**src/sv/phc_pkg.sv**
```systemverilog
// Shared types, constants and helpers for the packet header checker.
package phc_pkg;

   localparam int unsigned DATA_WIDTH    = 8;
   localparam int unsigned COUNT_WIDTH   = 13;
   localparam int unsigned CSR_WIDTH     = 13;
   localparam int unsigned CSR_IDX_WIDTH = 2;
   localparam int unsigned QUEUE_DEPTH   = 2;

   localparam logic [COUNT_WIDTH-1:0] HEADER_BYTES = COUNT_WIDTH'(16);
   localparam logic [COUNT_WIDTH-1:0] COUNT_MAX    = '1;

   localparam logic [7:0] MAGIC_0 = 8'h43;  // C
   localparam logic [7:0] MAGIC_1 = 8'h49;  // I
   localparam logic [7:0] MAGIC_2 = 8'h46;  // F
   localparam logic [7:0] MAGIC_3 = 8'h54;  // T

   localparam logic [CSR_IDX_WIDTH-1:0] CSR_EXPECTED_VERSION  = 2'd0;
   localparam logic [CSR_IDX_WIDTH-1:0] CSR_TYPE_LOWEST       = 2'd1;
   localparam logic [CSR_IDX_WIDTH-1:0] CSR_TYPE_HIGHEST      = 2'd2;
   localparam logic [CSR_IDX_WIDTH-1:0] CSR_MAX_PACKET_LENGTH = 2'd3;

   typedef enum logic [2:0] {
      STATUS_OK       = 3'd0,
      STATUS_SHORT    = 3'd1,
      STATUS_LONG     = 3'd2,
      STATUS_MAGIC    = 3'd3,
      STATUS_VERSION  = 3'd4,
      STATUS_MISMATCH = 3'd5,
      STATUS_TYPE     = 3'd6
   } status_type;

   typedef struct packed {
      logic [7:0] data_byte;
      logic       last_byte;
   } req_type;

   typedef struct packed {
      logic [2:0]  status;
      logic [7:0]  packet_type;
      logic [31:0] session_id;
      logic [31:0] sequence_number;
      logic [15:0] payload_length;
   } rsp_type;

   typedef struct packed {
      logic [7:0]  expected_version;
      logic [7:0]  type_lowest;
      logic [7:0]  type_highest;
      logic [12:0] max_packet_length;
   } cfg_type;

   // One finished packet as handed from the front end to the back end.
   typedef struct packed {
      logic [COUNT_WIDTH-1:0] total;
      logic                   magic_good;
      logic                   version_good;
      logic [7:0]             packet_type;
      logic [15:0]            payload_length;
      logic [31:0]            session_id;
      logic [31:0]            sequence_number;
   } summary_type;

   function automatic logic [7:0] magic_byte(input logic [1:0] pos);
      logic [7:0] value;
      case (pos)
         2'd0:    value = MAGIC_0;
         2'd1:    value = MAGIC_1;
         2'd2:    value = MAGIC_2;
         default: value = MAGIC_3;
      endcase
      return value;
   endfunction

endpackage

```
**src/sv/phc_front.sv**
```systemverilog
// Front end: takes packet bytes, collects header fields and emits one summary per packet.
module phc_front
   import phc_pkg::*;
(
   input  logic        clock,
   input  logic        reset,
   input  logic        req_valid,
   output logic        req_ready,
   input  req_type     req_data,
   input  logic [7:0]  expected_version,
   input  logic        queue_full,
   output logic        push,
   output summary_type push_data
);

   logic [COUNT_WIDTH-1:0] count_ff, count_in, count_upd;
   logic                   magic_ff, magic_in, magic_upd;
   logic                   version_ff, version_in, version_upd;
   logic [7:0]             type_ff, type_in, type_upd;
   logic [15:0]            length_ff, length_in, length_upd;
   logic [31:0]            session_ff, session_in, session_upd;
   logic [31:0]            sequence_ff, sequence_in, sequence_upd;
   logic                   accept;

   assign req_ready = !queue_full;
   assign accept    = req_valid && req_ready;
   assign push      = accept && req_data.last_byte;

   always_comb begin
      magic_upd    = magic_ff;
      version_upd  = version_ff;
      type_upd     = type_ff;
      length_upd   = length_ff;
      session_upd  = session_ff;
      sequence_upd = sequence_ff;
      if (count_ff < COUNT_WIDTH'(4)) begin
         if (req_data.data_byte != magic_byte(count_ff[1:0])) begin
            magic_upd = 1'b0;
         end
      end else begin
         case (count_ff)
            COUNT_WIDTH'(4): begin
               if (req_data.data_byte != expected_version) begin
                  version_upd = 1'b0;
               end
            end
            COUNT_WIDTH'(5):  type_upd              = req_data.data_byte;
            COUNT_WIDTH'(6):  length_upd[7:0]       = req_data.data_byte;
            COUNT_WIDTH'(7):  length_upd[15:8]      = req_data.data_byte;
            COUNT_WIDTH'(8):  session_upd[7:0]      = req_data.data_byte;
            COUNT_WIDTH'(9):  session_upd[15:8]     = req_data.data_byte;
            COUNT_WIDTH'(10): session_upd[23:16]    = req_data.data_byte;
            COUNT_WIDTH'(11): session_upd[31:24]    = req_data.data_byte;
            COUNT_WIDTH'(12): sequence_upd[7:0]     = req_data.data_byte;
            COUNT_WIDTH'(13): sequence_upd[15:8]    = req_data.data_byte;
            COUNT_WIDTH'(14): sequence_upd[23:16]   = req_data.data_byte;
            COUNT_WIDTH'(15): sequence_upd[31:24]   = req_data.data_byte;
            default: ;
         endcase
      end
      count_upd = (count_ff == COUNT_MAX) ? count_ff : count_ff + COUNT_WIDTH'(1);
   end

   always_comb begin
      count_in    = count_ff;
      magic_in    = magic_ff;
      version_in  = version_ff;
      type_in     = type_ff;
      length_in   = length_ff;
      session_in  = session_ff;
      sequence_in = sequence_ff;
      if (accept) begin
         if (req_data.last_byte) begin
            count_in    = '0;
            magic_in    = 1'b1;
            version_in  = 1'b1;
            type_in     = '0;
            length_in   = '0;
            session_in  = '0;
            sequence_in = '0;
         end else begin
            count_in    = count_upd;
            magic_in    = magic_upd;
            version_in  = version_upd;
            type_in     = type_upd;
            length_in   = length_upd;
            session_in  = session_upd;
            sequence_in = sequence_upd;
         end
      end
   end

   always_comb begin
      push_data.total           = count_upd;
      push_data.magic_good      = magic_upd;
      push_data.version_good    = version_upd;
      push_data.packet_type     = type_upd;
      push_data.payload_length  = length_upd;
      push_data.session_id      = session_upd;
      push_data.sequence_number = sequence_upd;
   end

   always_ff @(posedge clock) begin
      if (reset) begin
         count_ff    <= '0;
         magic_ff    <= 1'b1;
         version_ff  <= 1'b1;
         type_ff     <= '0;
         length_ff   <= '0;
         session_ff  <= '0;
         sequence_ff <= '0;
      end else begin
         count_ff    <= count_in;
         magic_ff    <= magic_in;
         version_ff  <= version_in;
         type_ff     <= type_in;
         length_ff   <= length_in;
         session_ff  <= session_in;
         sequence_ff <= sequence_in;
      end
   end

endmodule

```
**config.mk**
```make
export PLATFORM = sky130hd
export DESIGN_NAME = phc_front
export DESIGN_NICKNAME = d
export VERILOG_FILES = /design/src/sv/phc_pkg.sv /design/src/sv/phc_front.sv
export SDC_FILE = /design/constraint.sdc
export NUM_CORES = 1
export LEC_CHECK = 0
export ABC_AREA = 1
export BUFFER_PORTS_ARGS = -buffer_cell sky130_fd_sc_hd__buf_2
export CORE_MARGIN = 2
export CORE_UTILIZATION = 35
export CTS_CLUSTER_SIZE = 16
export DETAILED_ROUTE_END_ITERATION = 16
export HOLD_SLACK_MARGIN = 0.05
export PLACE_DENSITY = 0.6
export SLEW_MARGIN = 40
export SYNTH_ARGS = -nofsm -noshare
export SYNTH_HDL_FRONTEND = slang
export SYNTH_SLANG_ARGS = --single-unit
export TNS_END_PERCENT = 30
```
**constraint.sdc**
```tcl
create_clock -name clock -period 3.2 [get_ports clock]
set_clock_uncertainty 0.05 [all_clocks]
set_input_delay 0.32 -clock clock [delete_from_list [all_inputs] [get_ports clock]]
set_output_delay 0.32 -clock clock [all_outputs]
set_load 0.02 [all_outputs]
```
==> summary.md <==
| Metric | Value |
|---|---|
| Result of the run | `finished clean` |
| Worst R2R Start | `count_ff[0]` |
| Gr usage total | `19.5%` |
| Post_cts resized | `0` |
| PwrDens | `approximately 340 nW/um2` |
| Fill cells | `1945` |
| Gpl congestion | `between 0.8 and 0.9` |
| Initial DRC count | `approximately 400` |
| Antenna Violating Nets Remaining | `0` |
| Register bit total from synthesis | `between 100 and 150` |
| Final net count | `between 1000 and 1500` |
| Synth Net Count | `1027` |
| CTS root buffer | `clkbuf_16` |
| H-tree depth | `3` |
| DR WL/cell | `approximately 14 um` |
| Global-route wire length before repair | `30400 um` |
| Setup_tns | `0 ns` |
| Remaining global-route overflow | `0` |
| Reg2Reg Depth | `7` |
| N_diodes | `0` |
| Worst hold slack | `approximately 0.21 ns` |
| Die H | `between 100 and 150 um` |
| Area occupied by multi-input gates | `around 3700 um2` |
| Slew Limit Fails | `0` |
| Max IR drop VDD | `0.273 mV` |
| CTS tree | `built` |
| Synth unique cells | `29` |
| FP Rows | `49` |
| P&R area growth vs syn | `16.2%` |
| Clk_lat worst skew | `0.35 ns` |
| Mapped Area | `6460 um2` |
| First drt pass iteration count | `5` |
| Hold Path Class | `primary input to register` |
| Vias | `6478` |
| HPWL Detailed | `roughly 12000 um` |
| Die width | `around 140 um` |
| Worst hold stages | `3` |
| Crit path DAT | `around 2.6 ns` |
| Warnings, synthesis | `0` |
| Commonest non-fill, non-tap cell in the layout | `nand2_1` |
| Maximum clock path buffer count | `2` |
| Largest net degree at the start of global routing | `102` |
| Layout cells sized above 1 | `~17%` |
| Vias in the first global route | `a little under 6000` |
| Final hold violations | `0` |
| Critical Path End | `push_data[31]` |
| Startpoint Class | `register` |
| P_leak | `3.35 nW` |
| PortBufs | `approximately 130` |
| Initial Util | `between 30% and 40%` |
| Worst Tran Pin Value | `slightly above 0.7 ns` |
| Worst EP required | `roughly 2.8 ns` |
| Critical path type | `register to primary output` |
| Mean Syn Cell Area | `~6.5 um2` |
| DRT Wirelength | `about 19000 um` |
| Crit path launch | `count_ff[0]` |
| Drt via density | `4.91` |
| Fmax | `between 300 and 400 MHz` |
| Final Critical Period | `roughly 3 ns` |
| RSZ-0062 raised after global routing | `no` |
| # DRC | `0` |
| Slew HR | `52.7%` |
| R2R Path End | `sequence_ff[28]` |
| Setup bufs post-CTS | `0` |
| Sinks on Clock Net | `slightly above 100` |
| CP max FO | `11` |
| Max Cap Violations | `0` |
| Commonest cells after routing, fill and taps aside | `257 x nand2_1, 191 x nand3_1, 124 x buf_2` |
| Register area | `2060 um2` |
| CTS Hold Bufs | `0` |
| Clock transition at path regs | `around 0.070 ns` |
| Finish-stage setup viols | `0` |
| R2r setup slk | `just under 1 ns` |
| Mapped Cells | `1001` |
| I/O pin cnt | `between 100 and 150` |
| DIE AREA | `~20000 um2` |
| Part of the Yosys area used for sequential elements | `between 30% and 40%` |
| Num CTS Buffers | `9` |
| Initial antenna violation count | `0` |
| Final worst path period share | `92.6%` |
| Core Region | `roughly 18000 um2` |
| Crit end category | `primary output` |
## per-stage QoR
stage	total power (W)	util [%]	instances	setup WS [ns]	instance area (um2)
4_1_cts	0.00262	41.6	1319	0.238	7500
5_1_grt	0.00268	41.6	1319	0.0414	7500
2_1_floorplan	0.00140	-	1001	1.33	6460
6_report	0.00259	41.6	1319	0.236	7500
3_3_place_gp	0.00147	40.0	1303	0.711	7210
3_5_place_dp	0.00147	40.0	1303	0.638	7210
## worst min path at each step
stage / startpoint / to / slack [ns]
after floorplan: version_ff / version_ff / 0.38
after global placement: version_ff / version_ff / 0.40
after detailed placement: version_ff / version_ff / 0.40
after CTS: reset / count_ff[12] / 0.21
after global routing: reset / count_ff[12] / 0.22
final: reset / count_ff[12] / 0.21
## power by group
part,total (W),internal [W],switching [W]
combinational,0.000158,0.0000360,0.000122
clock,0.00114,0.000626,0.000518
sequential,0.00128,0.00128,0.00000254
total,0.00259,0.00194,0.000642
## worst max-delay path, stage by stage (launching register included)
cell and delay [ns]:
dfxtp_1 0.56, ha_1 0.47, nand3_2 0.22, nor2_4 0.29
nand2_2 0.18, nand2_1 0.12, and2_1 0.19, buf_2 0.19
## metal layers
metal | GRT usage [%] | wire, um
met1 | 26.7 | 8710
met2 | 31.0 | 8760
met3 | 3.13 | 1000
met4 | 6.89 | 461
met5 | 0 | 0
## flip-flops by register name (all words and copies together), names as in the netlist
register / count
magic_ff: 1
sequence_ff: 32
count_ff: 13
session_ff: 32
type_ff: 8
version_ff: 1
length_ff: 16
## synth_stat cells (all sizes together)
master | instances | area, um2
o21ai | 3 | 18.8
a21oi | 102 | 510
xor2 | 5 | 43.8
ha | 5 | 62.6
nor3 | 1 | 5.00
or2 | 1 | 6.26
buf | 22 | 136
nand3b | 2 | 15.0
inv | 120 | 450
clkbuf | 36 | 135
nand4 | 4 | 25.0
xnor2 | 8 | 70.1
nand2 | 270 | 1080
dfxtp | 103 | 2060
nor2 | 38 | 300
and2 | 88 | 551
nand3 | 193 | 983
## area by class of cell
class	count	area share, %
Multi-Input combinational cell	720	49.3
Sequential cell	103	27.5
Timing Repair Buffer	131	9.47
Inverter	120	6.00
Tap cell	229	3.82
Clock buffer	10	3.18
Clock inverter	6	0.784
## cell families after synthesis
logic type,Yosys count,share of synthesized area [%]
adder cells (fa/ha/maj),5,0.969
XOR/XNOR,13,1.76
buffers and inverters,178,11.2
flip-flops,103,31.9
AND/OR/NAND/NOR,597,46.0
AO/OA/AOI/OAI,105,8.19
No activity file was read; power rests on OpenSTA's default activity.
